`src/rtl/czs_pkg.sv`:
```
// Shared types, sizes and codes of the calorimeter hit zero-suppression core.
package czs_pkg;

  // Packet and tile geometry
  localparam int CHANNELS   = 144;
  localparam int TILE_SIZE  = 4;
  localparam int ROW_LENGTH = 12;
  localparam int WIDE_GAP   = 4;   // address gap inserted after each row in wide mode

  localparam int CNT_W  = $clog2(CHANNELS);
  localparam int TPOS_W = $clog2(TILE_SIZE);
  localparam int COL_W  = $clog2(ROW_LENGTH);

  // Decoupling queue
  localparam int QDEPTH = 4;
  localparam int QPTR_W = $clog2(QDEPTH);
  localparam int QCNT_W = $clog2(QDEPTH + 1);

  // Field widths
  localparam int SAMPLE_W = 12;
  localparam int ADDR_W   = 16;
  localparam int OFFS_W   = 15;
  localparam int CTHR_W   = 13;
  localparam int SUM_W    = 19;
  localparam int CHE_W    = 17;   // channel energy: 13-bit difference times 16
  localparam int CFG_IDX_W  = 4;
  localparam int CFG_DATA_W = 19;

  localparam int IN_DATA_W  = 40;
  localparam int OUT_DATA_W = 96;

  // Configuration register indexes
  localparam logic [CFG_IDX_W-1:0] CFG_CHAN_THR  = 4'd0;
  localparam logic [CFG_IDX_W-1:0] CFG_TILE_THR  = 4'd1;
  localparam logic [CFG_IDX_W-1:0] CFG_ADDR_OFFS = 4'd2;
  localparam logic [CFG_IDX_W-1:0] CFG_WIDE_ADDR = 4'd3;

  localparam logic signed [CTHR_W-1:0] CHAN_THR_RESET = -13'sd4096;

  // Record kinds
  localparam logic REC_CHANNEL = 1'b0;
  localparam logic REC_TILE    = 1'b1;

  typedef struct packed {
    logic signed [CTHR_W-1:0] chan_thr;
    logic signed [SUM_W-1:0]  tile_thr;
    logic [OFFS_W-1:0]        addr_offs;
    logic                     wide_addr;
  } czs_cfg_t;

  // One classified channel: up to two records waiting for the back end
  typedef struct packed {
    logic                     chan_hit;
    logic                     tile_hit;
    logic [ADDR_W-1:0]        chan_addr;
    logic [ADDR_W-1:0]        tile_addr;
    logic [SAMPLE_W-1:0]      time_v;
    logic [SAMPLE_W-1:0]      pre;
    logic [SAMPLE_W-1:0]      post;
    logic                     low_gain;
    logic signed [SUM_W-1:0]  chan_energy;
    logic signed [SUM_W-1:0]  tile_energy;
  } czs_entry_t;

  typedef struct packed {
    logic                     kind;
    logic [ADDR_W-1:0]        hit_address;
    logic [SAMPLE_W-1:0]      time_value;
    logic [SAMPLE_W-1:0]      high_post;
    logic [SAMPLE_W-1:0]      low_post;
    logic [SAMPLE_W-1:0]      high_pre;
    logic [SAMPLE_W-1:0]      low_pre;
    logic signed [SUM_W-1:0]  energy;
    logic                     last;
  } czs_record_t;

endpackage

```
`src/rtl/czs_front.sv`:
```
// Front end: channel counting, thresholds, tile sums and address mapping.
module czs_front (
  input  logic                              clk,
  input  logic                              rst,
  input  czs_pkg::czs_cfg_t                 cfg,
  input  logic                              in_valid,
  output logic                              in_ready,
  input  logic [czs_pkg::SAMPLE_W-1:0]      timing_word,
  input  logic [czs_pkg::SAMPLE_W-1:0]      pre_sample,
  input  logic [czs_pkg::SAMPLE_W:0]        post_word,
  input  logic                              packet_start,
  input  logic                              q_full,
  output logic                              q_push,
  output czs_pkg::czs_entry_t               q_entry
);
  import czs_pkg::*;

  logic [CNT_W-1:0]        count;
  logic [CNT_W-1:0]        row;
  logic [COL_W-1:0]        col;
  logic [TPOS_W-1:0]       tpos;
  logic [CNT_W-1:0]        tidx;
  logic signed [SUM_W-1:0] tile_sum;

  logic [CNT_W-1:0]        cur_count, cur_row, cur_tidx;
  logic [COL_W-1:0]        cur_col;
  logic [TPOS_W-1:0]       cur_tpos;
  logic signed [SUM_W-1:0] cur_sum;

  logic                    low;
  logic [SAMPLE_W-1:0]     post;
  logic signed [CTHR_W-1:0] diff;
  logic signed [CHE_W-1:0] chan_e;
  logic signed [SUM_W:0]   sum_wide;
  logic signed [SUM_W-1:0] sum_sat;
  logic                    chan_hit, tile_end, tile_hit, row_end, pkt_end;
  logic                    accept;
  logic [ADDR_W-1:0]       row_gap;

  assign in_ready = !q_full;
  assign accept   = in_valid && in_ready;

  // A packet start clears the position and the running sum before this channel
  assign cur_count = packet_start ? '0 : count;
  assign cur_row   = packet_start ? '0 : row;
  assign cur_col   = packet_start ? '0 : col;
  assign cur_tpos  = packet_start ? '0 : tpos;
  assign cur_tidx  = packet_start ? '0 : tidx;
  assign cur_sum   = packet_start ? '0 : tile_sum;

  assign low  = post_word[SAMPLE_W];
  assign post = post_word[SAMPLE_W-1:0];
  assign diff = $signed({1'b0, pre_sample}) - $signed({1'b0, post});
  assign chan_e = low ? $signed({diff, 4'b0000}) : CHE_W'(diff);

  // Saturating tile accumulation
  assign sum_wide = (SUM_W+1)'(cur_sum) + (SUM_W+1)'(chan_e);
  always_comb begin
    if (sum_wide[SUM_W] != sum_wide[SUM_W-1]) begin
      sum_sat = sum_wide[SUM_W] ? {1'b1, {(SUM_W-1){1'b0}}} : {1'b0, {(SUM_W-1){1'b1}}};
    end else begin
      sum_sat = sum_wide[SUM_W-1:0];
    end
  end

  assign chan_hit = low || (diff > cfg.chan_thr);
  assign tile_end = (cur_tpos == TPOS_W'(TILE_SIZE - 1));
  assign tile_hit = tile_end && (sum_sat > cfg.tile_thr);
  assign row_end  = (cur_col == COL_W'(ROW_LENGTH - 1));
  assign pkt_end  = (cur_count == CNT_W'(CHANNELS - 1));

  assign row_gap = cfg.wide_addr ? ADDR_W'(cur_row) * ADDR_W'(WIDE_GAP) : '0;

  always_comb begin
    q_entry.chan_hit    = chan_hit;
    q_entry.tile_hit    = tile_hit;
    q_entry.chan_addr   = ADDR_W'(cur_count) + ADDR_W'(cfg.addr_offs) + row_gap;
    q_entry.tile_addr   = ADDR_W'(cur_tidx) + ADDR_W'(cfg.addr_offs);
    q_entry.time_v      = timing_word;
    q_entry.pre         = pre_sample;
    q_entry.post        = post;
    q_entry.low_gain    = low;
    q_entry.chan_energy = SUM_W'(chan_e);
    q_entry.tile_energy = sum_sat;
  end

  assign q_push = accept && (chan_hit || tile_hit);

  always_ff @(posedge clk) begin
    if (rst) begin
      count    <= '0;
      row      <= '0;
      col      <= '0;
      tpos     <= '0;
      tidx     <= '0;
      tile_sum <= '0;
    end else if (accept) begin
      if (pkt_end) begin
        // Wrap: drop any partial tile and start over
        count    <= '0;
        row      <= '0;
        col      <= '0;
        tpos     <= '0;
        tidx     <= '0;
        tile_sum <= '0;
      end else begin
        count    <= cur_count + 1'b1;
        col      <= row_end ? '0 : cur_col + 1'b1;
        row      <= row_end ? cur_row + 1'b1 : cur_row;
        tpos     <= tile_end ? '0 : cur_tpos + 1'b1;
        tidx     <= tile_end ? cur_tidx + 1'b1 : cur_tidx;
        tile_sum <= tile_end ? '0 : sum_sat;
      end
    end
  end

  a_count_in_packet: assert property (@(posedge clk) disable iff (rst)
    count <= CNT_W'(CHANNELS - 1))
    else $error("channel count past packet end");

  a_sum_cleared_at_tile_end: assert property (@(posedge clk) disable iff (rst)
    accept && tile_end |=> tile_sum == '0)
    else $error("tile sum not cleared after tile end");

endmodule

```
`src/rtl/czs_queue.sv`:
```
// Short register queue between the front and back ends.
module czs_queue (
  input  logic                 clk,
  input  logic                 rst,
  input  logic                 push,
  input  czs_pkg::czs_entry_t  push_entry,
  output logic                 full,
  input  logic                 pop,
  output logic                 not_empty,
  output czs_pkg::czs_entry_t  head
);
  import czs_pkg::*;

  czs_entry_t         slots [QDEPTH];
  logic [QPTR_W-1:0]  wr_ptr, rd_ptr;
  logic [QCNT_W-1:0]  fill;

  assign full      = (fill == QCNT_W'(QDEPTH));
  assign not_empty = (fill != '0);
  assign head      = slots[rd_ptr];

  always_ff @(posedge clk) begin
    if (push) begin
      slots[wr_ptr] <= push_entry;
    end
  end

  always_ff @(posedge clk) begin
    if (rst) begin
      wr_ptr <= '0;
      rd_ptr <= '0;
      fill   <= '0;
    end else begin
      if (push) begin
        wr_ptr <= (wr_ptr == QPTR_W'(QDEPTH - 1)) ? '0 : wr_ptr + 1'b1;
      end
      if (pop) begin
        rd_ptr <= (rd_ptr == QPTR_W'(QDEPTH - 1)) ? '0 : rd_ptr + 1'b1;
      end
      fill <= fill + QCNT_W'(push) - QCNT_W'(pop);
    end
  end

  a_no_overflow: assert property (@(posedge clk) disable iff (rst)
    !(push && full))
    else $error("push into full queue");

  a_no_underflow: assert property (@(posedge clk) disable iff (rst)
    !(pop && !not_empty))
    else $error("pop from empty queue");

endmodule

```
`src/rtl/czs_back.sv`:
```
// Back end: splits queued entries into records and holds the output register.
module czs_back (
  input  logic                 clk,
  input  logic                 rst,
  input  logic                 q_not_empty,
  input  czs_pkg::czs_entry_t  q_head,
  output logic                 q_pop,
  output logic                 out_valid,
  input  logic                 out_ready,
  output czs_pkg::czs_record_t out_rec
);
  import czs_pkg::*;

  logic        second;     // channel record of the head entry already sent
  logic        load, use_tile;
  czs_record_t rec_next;

  assign load     = !out_valid || out_ready;
  assign use_tile = second || !q_head.chan_hit;
  assign q_pop    = load && q_not_empty && (use_tile || !q_head.tile_hit);

  always_comb begin
    rec_next.kind        = use_tile ? REC_TILE : REC_CHANNEL;
    rec_next.hit_address = use_tile ? q_head.tile_addr : q_head.chan_addr;
    rec_next.time_value  = use_tile ? '0 : q_head.time_v;
    rec_next.high_post   = (!use_tile && !q_head.low_gain) ? q_head.post : '0;
    rec_next.low_post    = (!use_tile &&  q_head.low_gain) ? q_head.post : '0;
    rec_next.high_pre    = (!use_tile && !q_head.low_gain) ? q_head.pre  : '0;
    rec_next.low_pre     = (!use_tile &&  q_head.low_gain) ? q_head.pre  : '0;
    rec_next.energy      = use_tile ? q_head.tile_energy : q_head.chan_energy;
    rec_next.last        = use_tile || !q_head.tile_hit;
  end

  always_ff @(posedge clk) begin
    if (load) begin
      out_rec <= rec_next;
    end
  end

  always_ff @(posedge clk) begin
    if (rst) begin
      out_valid <= 1'b0;
      second    <= 1'b0;
    end else if (load) begin
      out_valid <= q_not_empty;
      if (q_not_empty) begin
        second <= !use_tile && q_head.tile_hit;
      end
    end
  end

  a_second_has_entry: assert property (@(posedge clk) disable iff (rst)
    second |-> q_not_empty && q_head.tile_hit)
    else $error("second record pending without a tile entry");

endmodule

```
`src/rtl/calorimeter_hit_zero_suppress_core.sv`:
```
// Top level of the calorimeter hit zero-suppression core.
//
//  channel   dir  data / user / last                         transfer when
//  s_axis    in   tdata: timing, pre, post word; tuser:      s_axis_tvalid & s_axis_tready
//                 packet start
//  m_axis    out  tdata: address, samples, energy; tuser:    m_axis_tvalid & m_axis_tready
//                 record kind; tlast: last record of input
//  cfg       in   cfg_index, cfg_data                        cfg_valid & cfg_ready
//
// One channel is taken per clock while the four-entry queue between the front and
// back ends has room; classification, tile summing and address mapping complete in
// the cycle of the transfer. The back end sends one record per clock while m_axis
// is not stalled, so a channel that yields both a hit and a tile record holds it
// until both are sent. A transfer is queued, then its first record loads the
// output register. rst is synchronous: it clears counters, the tile sum, the queue
// and out_valid, and restores the register defaults; there is no clearing pass.
// A stall on m_axis fills the queue, and s_axis_tready drops only when it is full.
module calorimeter_hit_zero_suppress_core (
  input  logic                               clk,
  input  logic                               rst,
  // s_axis tdata, low bit first: timing_word[11:0], pre_sample[11:0],
  // post_word[12:0], three unused bits
  input  logic                               s_axis_tvalid,
  output logic                               s_axis_tready,
  input  logic [czs_pkg::IN_DATA_W-1:0]      s_axis_tdata,
  // s_axis tuser: packet_start
  input  logic                               s_axis_tuser,
  // m_axis tdata, low bit first: hit_address[15:0], time_value[11:0],
  // high_post[11:0], low_post[11:0], high_pre[11:0], low_pre[11:0],
  // energy[18:0], one zero bit
  output logic                               m_axis_tvalid,
  input  logic                               m_axis_tready,
  output logic [czs_pkg::OUT_DATA_W-1:0]     m_axis_tdata,
  // m_axis tuser: record_kind
  output logic                               m_axis_tuser,
  output logic                               m_axis_tlast,
  // register write channel
  input  logic                               cfg_valid,
  output logic                               cfg_ready,
  input  logic [czs_pkg::CFG_IDX_W-1:0]      cfg_index,
  input  logic [czs_pkg::CFG_DATA_W-1:0]     cfg_data
);
  import czs_pkg::*;

  czs_cfg_t    cfg;
  czs_entry_t  push_entry, head;
  czs_record_t out_rec;
  logic        q_full, q_push, q_pop, q_not_empty;

  // Register writes are always taken; unknown indexes are dropped
  assign cfg_ready = 1'b1;

  always_ff @(posedge clk) begin
    if (rst) begin
      cfg.chan_thr  <= CHAN_THR_RESET;
      cfg.tile_thr  <= '0;
      cfg.addr_offs <= '0;
      cfg.wide_addr <= 1'b0;
    end else if (cfg_valid && cfg_ready) begin
      case (cfg_index)
        CFG_CHAN_THR:  cfg.chan_thr  <= cfg_data[CTHR_W-1:0];
        CFG_TILE_THR:  cfg.tile_thr  <= cfg_data[SUM_W-1:0];
        CFG_ADDR_OFFS: cfg.addr_offs <= cfg_data[OFFS_W-1:0];
        CFG_WIDE_ADDR: cfg.wide_addr <= cfg_data[0];
        default: ;
      endcase
    end
  end

  czs_front u_front (
    .clk          (clk),
    .rst          (rst),
    .cfg          (cfg),
    .in_valid     (s_axis_tvalid),
    .in_ready     (s_axis_tready),
    .timing_word  (s_axis_tdata[11:0]),
    .pre_sample   (s_axis_tdata[23:12]),
    .post_word    (s_axis_tdata[36:24]),
    .packet_start (s_axis_tuser),
    .q_full       (q_full),
    .q_push       (q_push),
    .q_entry      (push_entry)
  );

  czs_queue u_queue (
    .clk        (clk),
    .rst        (rst),
    .push       (q_push),
    .push_entry (push_entry),
    .full       (q_full),
    .pop        (q_pop),
    .not_empty  (q_not_empty),
    .head       (head)
  );

  czs_back u_back (
    .clk         (clk),
    .rst         (rst),
    .q_not_empty (q_not_empty),
    .q_head      (head),
    .q_pop       (q_pop),
    .out_valid   (m_axis_tvalid),
    .out_ready   (m_axis_tready),
    .out_rec     (out_rec)
  );

  // Pack the record; the top bit pads to whole bytes
  assign m_axis_tdata = {1'b0, out_rec.energy, out_rec.low_pre, out_rec.high_pre,
                         out_rec.low_post, out_rec.high_post, out_rec.time_value,
                         out_rec.hit_address};
  assign m_axis_tuser = out_rec.kind;
  assign m_axis_tlast = out_rec.last;

endmodule
```
`config.mk`:
```
export PLATFORM = sky130hd
export DESIGN_NAME = calorimeter_hit_zero_suppress_core
export DESIGN_NICKNAME = d
export VERILOG_FILES = /design/src/rtl/czs_pkg.sv /design/src/rtl/czs_front.sv /design/src/rtl/czs_queue.sv /design/src/rtl/czs_back.sv /design/src/rtl/calorimeter_hit_zero_suppress_core.sv
export SDC_FILE = /design/constraint.sdc
export NUM_CORES = 1
export LEC_CHECK = 0
export BUFFER_PORTS_ARGS = -buffer_cell sky130_fd_sc_hd__buf_2
export CAP_MARGIN = 40
export CORE_MARGIN = 10
export CORE_UTILIZATION = 45
export DETAILED_ROUTE_END_ITERATION = 8
export PLACE_DENSITY = 0.62
export SYNTH_ARGS = -nofsm -noshare
export SYNTH_HDL_FRONTEND = slang
export SYNTH_HIERARCHICAL = 1
export SYNTH_SLANG_ARGS = --single-unit
```
`constraint.sdc`:
```
create_clock -name clk -period 10.1 [get_ports clk]
set_input_delay 0.505 -clock clk [delete_from_list [all_inputs] [get_ports clk]]
set_output_delay 0.505 -clock clk [all_outputs]
set_load 0.05 [all_outputs]
```
==> out/results.ini, run 1 <==
[sta]
fin_skew_ns=0.0235
timing_hold_violations_final=0
tightest_slew_ns=1.07
max-slew-margin-rel_pct=28.6
fin_crit_ns=8.26
setup_violations=0
maxSlewViolCount=0
worst_slack_ns=1.84
tns_ns=0
post-route-period-util_pct=81.8
rsz0062_at_grt=false
max_freq_ghz=0.121

[setup_path]
cp_slowest_cell=a221oi_1
critPathRequiredTime_ns=10.65
crit_type=input port to flip-flop
critical_path_arrival_ns=8.81
cp_max_fo=23
startpoint_type=input port
crit_top_cell=ha_1
slowest_delay_ns=0.91
endpoint_kind=flip-flop
reg2reg_depth=25

[floorplan]
pin_count=170
placementRows=92
coreArea_um2=63000
start_util_pct=45.3
die_w_um=272
dieHeight_um=272
dieArea_um2=73800

[grt]
met3_usage_pct=2.73
met1_usage_pct=22.7
top_usage_layer=met2
grt_pass1_vias=16500
overflow=0
grt_pass1_wl_mm=98.6
grt_usage_pct=17.0
met2_usage_pct=28.7
grt_max_degree=68
grt_antenna_before_repair=2

[cells_and_area]
seq_area_um2=18200
area_delta_synth_final_pct=12.8
final_cell_mix=edfxtp_1, buf_2, nand2_1
diodes=0
fin_cells=2969
fillers=5238
nets=2248
multi_input_area_um2=9370
drive_gt1_share_pct=21.1
final_cell_area_um2=32200
final_common_cell=edfxtp_1

[drt]
wl_per_cell_um=21.3
drt_iter0_drc=1126
wl_mm=63.1
ant_nets=0
dr.pass1.iters=5
route.detailed.drc=0
routed-via-count=16000
vias_per_cell=5.39

[synthesis]
ys_ff_latch=641
synth_top_area_share_pct=56.1
synth_top_area_cell=edfxtp_1
syn_avg_cell_area_um2=14.8
ys_seq_area_share_pct=63.7
synth.area.top_cells=edfxtp_1, mux4_2, dfxtp_1
synth-edff-count=533
syn_nets=2108
synthCells=1930
async_flop_share_pct=0
synth_ff_type=edfxtp_1
ys.warnings.count=6
ys_types=81
syn_area_um2=28500

[power_and_ir_drop]
ir_drop_v=0.000133
leakage_nw=12.1
cellPowerDensity_nw_per_um2=285
finalPower_mw=9.16

[job]
max_cap_violations=0

[clocking]
cts_setup_buffers=0
clockRootBuffer=clkbuf_16
cts_hold_buf=0
cts_num_sinks=641
cts_tree=built
numCtsBuffers=61
clock_latency_ns=0.63
cts_resized=0
cts-htree-levels=2
clock_path_buffers=3
clkTransAtPathRegs_ns=0.06

[placed_design]
hpwl_mm=42.7
dpl_worst_slack_ns=1.36
portBuffers=164
dpl-instance-area_um2=30200
place_congestion=0.830
dpl.cell_count=2853

[worst_hold_path]
hold_class=input port to flip-flop
whs_path_depth=1

[status]
status=completed

==> metal layers <==
metal  wire [µm]  vias to the layer above
li1            -                     7450
met1       27900                     8133
met2       31100                      346
met3        2840                       85
met4        1260                        2
met5          12                        -
==> power breakdown <==
group | switching, mW | internal [mW] | leakage, nW | total (mW)
sequential | 0.155 | 3.53 | 6.09 | 3.69
clock | 0.976 | 1.26 | 0.947 | 2.24
combinational | 2.15 | 1.08 | 5.01 | 3.23
total | 3.28 | 5.88 | 12.1 | 9.16
==> cell usage after synthesis (5+ instances only) <==
cell type	instances
a211oi_1	8
a21o_1	18
a21oi_1	59
a22o_1	12
a22oi_1	7
a311oi_1	5
and2_1	55
and3_1	35
buf_2	21
buf_4	52
buf_6	6
clkbuf_1	40
dfxtp_1	108
edfxtp_1	533
fa_1	11
ha_1	98
inv_1	71
mux2_2	7
mux2i_1	51
mux4_2	109
nand2_1	156
nand2b_1	80
nand3_1	19
nand3b_1	6
nand4_1	5
nor2_1	84
nor2b_1	55
nor3_1	10
o211ai_1	6
o21a_1	12
o21ai_0	50
o21ai_2	6
o31ai_1	6
xnor2_1	34
xor2_1	17
==> final timing paths <==
check | startpoint | end | slack [ns]
max | s_axis_tdata[28] | u_queue/fill[2]$_SDFF_PP0_ | 1.84
min | s_axis_tdata[29] | u_queue/slots[2][44]$_DFFE_PP_ | 0.10
max reg2reg | u_front/tile_sum[0]$_SDFFE_PP0P_ | u_queue/fill[2]$_SDFF_PP0_ | 3.30
min reg2reg | u_front/tile_sum[16]$_SDFFE_PP0P_ | u_front/tile_sum[16]$_SDFFE_PP0P_ | 0.45
==> through the flow <==
step                utilization [%]  hold WS (ns)
floorplan                         -         0.417
global placement               47.7         0.432
detailed placement             47.9         0.439
CTS                            51.1        0.0582
global route                   51.1        0.0812
finish                         51.1         0.100
==> registers in the layout (all words and copies together) (netlist names), 3 cells and up, named ones only <==
name,count
u_queue/slots,436
u_back/out_rec,97
cfg,48
u_front/tile_sum,19
u_front/count,8
u_front/row,8
u_front/tidx,8
u_front/col,4
u_queue/fill,3
==> cell type report <==
type / count / area share [%]
Clock inverter: 28 / 0.817
Clock buffer: 88 / 5.34
Multi-Input combinational cell: 1095 / 29.1
Inverter: 73 / 0.860
Sequential cell: 641 / 56.5
Timing Repair Buffer: 198 / 4.07
Tap cell: 846 / 3.29
==> worst max-delay path: cells and delay by family <==
kind | cells | cell delay (ns)
buf+inv | 4 | 0.65
mux | 1 | 0.27
fa+ha+maj | 6 | 2.01
simple gates | 3 | 0.42
xor+xnor | 1 | 0.35
compound gates | 15 | 4.60
==> cell families after synthesis <==
| logic type | synth area share [%] |
|---|---|
| compound gates | 5.65 |
| xor+xnor | 1.65 |
| fa+ha+maj | 5.07 |
| buf+inv | 3.54 |
| flops | 63.7 |
| mux | 10.7 |
| other cells | 0.0263 |
| simple gates | 9.70 |
(Power assumes the default switching activity.)
==> inputs of run 2 (changes only) <==
--- a/config.mk
+++ b/config.mk
@@ -10,7 +10,7 @@
 export CORE_MARGIN = 10
 export CORE_UTILIZATION = 45
 export DETAILED_ROUTE_END_ITERATION = 8
-export PLACE_DENSITY = 0.62
+export PLACE_DENSITY = 0.64
 export SYNTH_ARGS = -nofsm -noshare
 export SYNTH_HDL_FRONTEND = slang
 export SYNTH_HIERARCHICAL = 1
==> constraint.sdc (replaced) <==
create_clock -name clk -period 6.7 [get_ports clk]
set_input_delay 0.335 -clock clk [delete_from_list [all_inputs] [get_ports clk]]
set_output_delay 0.335 -clock clk [all_outputs]
set_load 0.05 [all_outputs]
==> out/results.ini, run 2 (same netlist as run 1, synthesis figures left out) <==
[floorplan]
start_util_pct=45.3  ; unchanged
pin_count=170  ; unchanged
coreArea_um2=63000  ; unchanged
die_w_um=272  ; unchanged
dieHeight_um=272  ; unchanged
placementRows=92  ; unchanged
dieArea_um2=73800  ; unchanged

[drt]
drt_iter0_drc=1384  ; +23%
ant_nets=0  ; unchanged
dr.pass1.iters=5  ; unchanged
wl_mm=67.3  ; +6.6%
wl_per_cell_um=21.2  ; about the same
route.detailed.drc=0  ; unchanged
vias_per_cell=5.29  ; -1.9%
routed-via-count=16800  ; +4.6%

[cells_and_area]
fillers=5069  ; -3.2%
drive_gt1_share_pct=27.6  ; +6.5 points
final_cell_mix=edfxtp_1, buf_2, nand2_1
nets=2444  ; +8.7%
multi_input_area_um2=9530  ; +1.8%
largest_register_ffs=436  ; unchanged
area_delta_synth_final_pct=20.2
top_register=u_queue/slots
diodes=0  ; unchanged
fin_util_pct=54.4  ; +3.4 points
final_common_cell=edfxtp_1
reg.largest.list=u_queue/slots: 436 flops, u_back/out_rec: 97 flops, cfg: 48 flops
seq_area_um2=18200  ; unchanged

[power_and_ir_drop]
cellPowerDensity_nw_per_um2=433  ; +52%
ir_drop_v=0.000227  ; +71%
leakage_nw=13.2  ; +9.4%
finalPower_mw=14.9  ; +62%

[setup_path]
endpoint_kind=flip-flop
startpoint_type=input port
slowest_delay_ns=0.42  ; -0.49 ns
cp_max_fo=11  ; -52%
cp_slowest_cell=o41a_1
critPathRequiredTime_ns=7.23  ; -3.42 ns
crit_type=input port to flip-flop
critical_path_arrival_ns=7.00  ; -1.81 ns
crit_top_cell=ha_1

[grt]
grt_max_degree=92  ; +35%
grt_pass1_wl_mm=100  ; +1.8%
grt_antenna_before_repair=1  ; -1
grt_usage_pct=17.5  ; +0.46 points
overflow=0  ; unchanged
grt_pass1_vias=17000  ; +2.6%

[placed_design]
hpwl_mm=44.8  ; +5.0%
portBuffers=164  ; unchanged
place_congestion=0.871  ; +4.9%

[sta]
maxSlewViolCount=0  ; unchanged
fin_skew_ns=0.0179  ; -0.00560 ns
max_freq_ghz=0.155
max-slew-margin-rel_pct=41.8  ; +13 points
post-route-period-util_pct=96.6
fin_crit_ns=6.47
tightest_slew_ns=0.873  ; -0.198 ns
setup_violations=0  ; unchanged
timing_hold_violations_final=0  ; unchanged

[clocking]
cts_num_sinks=641  ; unchanged
clock_latency_ns=0.60  ; -0.03 ns
numCtsBuffers=67  ; +9.8%
clockRootBuffer=clkbuf_16
cts-htree-levels=3  ; +1
clkTransAtPathRegs_ns=0.06  ; about the same
cts_tree=built
clock_path_buffers=3  ; unchanged

[worst_hold_path]
hold_class=input port to flip-flop

[status]
status=completed

[job]
max_cap_violations=0  ; unchanged

==> run 2: stage by stage <==
stage	instances	hold slack (ns)	TNS (ns)	worst slack, ns	instance area, µm²
3_5_place_dp	2990	0.453	-194.73	-0.530	31300
3_3_place_gp	2985	0.434	-120.78	-0.349	31100
6_report	3166	0.0529	0	0.228	34300
2_1_floorplan	1930	0.404	0	0.0478	28500
5_1_grt	3166	0.0361	-3.69	-0.0409	34300
4_1_cts	3141	0.0118	0	0.0887	33700
==> run 2: worst paths after layout <==
kind	cells after the start	to	slack, ns	from
worst min register to register	2	u_front/tile_sum[16]$_SDFFE_PP0P_	0.47	u_front/tile_sum[16]$_SDFFE_PP0P_
worst min-delay path	1	u_queue/slots[3][59]$_DFFE_PP_	0.05	s_axis_tdata[20]
worst max-delay path	35	u_queue/fill[2]$_SDFF_PP0_	0.23	s_axis_tdata[12]
worst max register to register	26	u_queue/fill[2]$_SDFF_PP0_	0.94	u_front/tile_sum[0]$_SDFFE_PP0P_
==> run 2: worst max-delay path: cells and delay by family <==
family | cells | cell delay (ns)
compound gates | 15 | 2.80
xor+xnor | 2 | 0.51
fa+ha+maj | 7 | 1.93
buf+inv | 5 | 0.70
mux | 1 | 0.28
simple gates | 5 | 0.46
==> run 2: metal layers <==
layer | GRT usage, % | routed length (µm) | up-vias
met5 | 0 | 0 | -
met4 | 5.89 | 1530 | 0
met3 | 3.03 | 3560 | 96
met2 | 28.3 | 32400 | 434
met1 | 23.6 | 29800 | 8370
li1 | - | - | 7850
==> run 2: cell type report <==
type                       count  share of cell area, %
timing repair buffer         387                   8.96
multi-input combinational   1096                   27.8
sequential                   641                   53.0
inverter                      73                  0.807
tap                          846                   3.09
clock buffer                  85                   5.30
clock inverter                38                   1.03
==> run 2: timing repair <==
item                       CTS  global route
gates resized for setup      0            42
hold buffers                28             0
setup endpoints to repair    0           439
setup buffers                0            14
hold endpoints to repair    97             0
==> run 2: power by group <==
group / switching (mW) / total (mW) / leakage [nW] / internal [mW]
Sequential: 0.246 / 5.57 / 6.09 / 5.33
Clock: 1.52 / 3.65 / 1.05 / 2.13
Combinational: 3.45 / 5.63 / 6.03 / 2.18
Total: 5.22 / 14.9 / 13.2 / 9.64
==> inputs of run 3 (changes only) <==
--- a/config.mk
+++ b/config.mk
@@ -7,11 +7,12 @@
 export LEC_CHECK = 0
 export BUFFER_PORTS_ARGS = -buffer_cell sky130_fd_sc_hd__buf_2
 export CAP_MARGIN = 40
-export CORE_MARGIN = 10
 export CORE_UTILIZATION = 45
 export DETAILED_ROUTE_END_ITERATION = 8
 export PLACE_DENSITY = 0.64
+export SETUP_SLACK_MARGIN = 0.02
 export SYNTH_ARGS = -nofsm -noshare
 export SYNTH_HDL_FRONTEND = slang
 export SYNTH_HIERARCHICAL = 1
 export SYNTH_SLANG_ARGS = --single-unit
+export TNS_END_PERCENT = 30
==> out/results.ini, run 3 (same netlist as run 1, synthesis figures left out) <==
[sta]
maxSlewViolCount=0  ; unchanged
hold_slack_ns=0.0221  ; -0.0308 ns
fin_skew_ns=0.0280  ; +0.0101 ns
timing_hold_violations_final=0  ; unchanged
fin_crit_ns=6.48  ; +0.0117 ns
max_freq_ghz=0.154  ; -0.18%
setup_violations=0  ; unchanged
post-route-period-util_pct=96.8  ; +0.17 points
tightest_slew_ns=0.857  ; -0.0156 ns
max-slew-margin-rel_pct=42.8  ; +1.0 points
rsz0062_at_grt=true

[cells_and_area]
drive_gt1_share_pct=27.9  ; +0.31 points
top_register=u_queue/slots
fillers=4993  ; -1.5%
fin_util_pct=55.3  ; +0.82 points
multi_input_area_um2=9480  ; -0.55%
seq_area_um2=18200  ; unchanged
final_cell_mix=edfxtp_1, buf_4, buf_2
final_common_cell=edfxtp_1
reg.largest.list=u_queue/slots: 436 flops, u_back/out_rec: 97 flops, cfg: 48 flops
nets=2453  ; +0.37%
area_delta_synth_final_pct=20.5
largest_register_ffs=436  ; unchanged

[floorplan]
pin_count=170  ; unchanged
placementRows=91  ; -1.1%
dieHeight_um=254  ; -6.6%
coreArea_um2=62200  ; -1.3%
die_w_um=254  ; -6.6%
start_util_pct=45.9  ; +0.58 points
dieArea_um2=64400  ; -13%

[clocking]
clkTransAtPathRegs_ns=0.06  ; about the same
clock_path_buffers=3  ; unchanged
numCtsBuffers=66  ; -1.5%
clock_latency_ns=0.60  ; about the same
cts-htree-levels=3  ; unchanged
clockRootBuffer=clkbuf_16
cts_num_sinks=641  ; unchanged
cts_tree=built

[setup_path]
endpoint_kind=flip-flop
crit_top_cell=ha_1
crit_type=input port to flip-flop
cp_max_fo=9  ; -2
startpoint_type=input port
critPathRequiredTime_ns=7.23  ; about the same
cp_slowest_cell=o41ai_4
slowest_delay_ns=0.43  ; about the same
critical_path_arrival_ns=7.01  ; about the same

[grt]
grt_pass1_wl_mm=95.6  ; -4.8%
overflow=0  ; unchanged
grt_pass1_vias=16900  ; -0.42%
grt_max_degree=69  ; -25%
grt_usage_pct=19.6  ; +2.2 points
grt_antenna_before_repair=0  ; -1

[worst_hold_path]
hold_class=input port to flip-flop

[power_and_ir_drop]
ir_drop_v=0.000239  ; +5.2%
cellPowerDensity_nw_per_um2=435  ; +0.44%
finalPower_mw=15.0  ; +0.65%
leakage_nw=13.3  ; +0.56%

[job]
max_cap_violations=0  ; unchanged

[drt]
route.detailed.drc=0  ; unchanged
vias_per_cell=5.29  ; about the same
drt_iter0_drc=1152  ; -17%
wl_mm=64.5  ; -4.1%
wl_per_cell_um=20.4  ; -4.0%
ant_nets=0  ; unchanged
routed-via-count=16700  ; -0.20%
dr.pass1.iters=5  ; unchanged

[placed_design]
place_congestion=0.860  ; -1.3%
hpwl_mm=42.9  ; -4.3%
portBuffers=164  ; unchanged

[status]
status=completed

[run 3: changes by cell type in the layout (fill, tap and decap cells not counted), sizes merged]
| cell | previous run | this run |
|---|---|---|
| and2 | 56 | 55 |
| diode | 0 | 1 |
| buf | 351 | 360 |
| clkinvlp | 4 | 5 |
| clkinv | 25 | 19 |
| clkbuf | 93 | 88 |
| bufinv | 5 | 10 |
[run 3: layout make-up]
class | instances | area share [%]
sequential | 641 | 52.9
multi-input combinational | 1095 | 27.6
timing repair buffer | 398 | 9.15
clock buffer | 78 | 5.06
tap | 837 | 3.05
clock inverter | 38 | 1.43
inverter | 73 | 0.805
antenna | 1 | 0.00728
[run 3: routing by layer]
layer | global-route usage [%] | part of all wire [%] | vias up
met5 | 0 | 0 | -
met4 | 6.88 | 2.6 | 0
met3 | 2.91 | 5.0 | 88
met2 | 32.4 | 48 | 453
met1 | 26.6 | 45 | 8312
li1 | - | - | 7864
[run 3: report_power, final]
group | leakage, nW | internal, mW | switching [mW]
Clock | 1.07 | 2.26 | 1.51
Combinational | 6.09 | 2.20 | 3.43
Sequential | 6.09 | 5.33 | 0.225
[run 3: worst max-delay path, delay by kind of cell]
kind / cells / cell delay, ns
buffers and inverters: 4 / 0.49
AO/OA/AOI/OAI: 16 / 2.99
AND/OR/NAND/NOR: 7 / 0.84
XOR/XNOR: 2 / 0.52
adder cells (fa/ha/maj): 6 / 1.82
[run 3: path summary, 6_finish.rpt]
path / startpoint / endpoint / slack [ns] / cells after the start
max reg2reg: u_front/tile_sum[0]$_SDFFE_PP0P_ / u_queue/fill[2]$_SDFF_PP0_ / 0.91 / 27
max: s_axis_tdata[26] / u_queue/fill[2]$_SDFF_PP0_ / 0.22 / 35
min: cfg_data[17] / cfg[33]$_SDFFE_PP0P_ / 0.02 / 3
min reg2reg: u_front/tile_sum[16]$_SDFFE_PP0P_ / u_front/tile_sum[16]$_SDFFE_PP0P_ / 0.45 / 2
[run 3: per-stage QoR]
step                setup slack (ns)  area, µm²  setup TNS [ns]  std cells
floorplan                     0.0478      28500               0       1930
global placement              -0.243      31100          -74.96       2980
detailed placement            -0.530      31200         -160.01       2985
CTS                            0.114      33800               0       3129
global route                 -0.0675      34400           -9.47       3160
finish                         0.216      34400               0       3161
[run 3: repair_timing]
action	4_1_cts	5_1_grt
hold buffers	28	0
endpoints found under the setup margin	0	439
hold endpoints to repair	98	0
gates resized for setup	0	31
buffers inserted	0	19
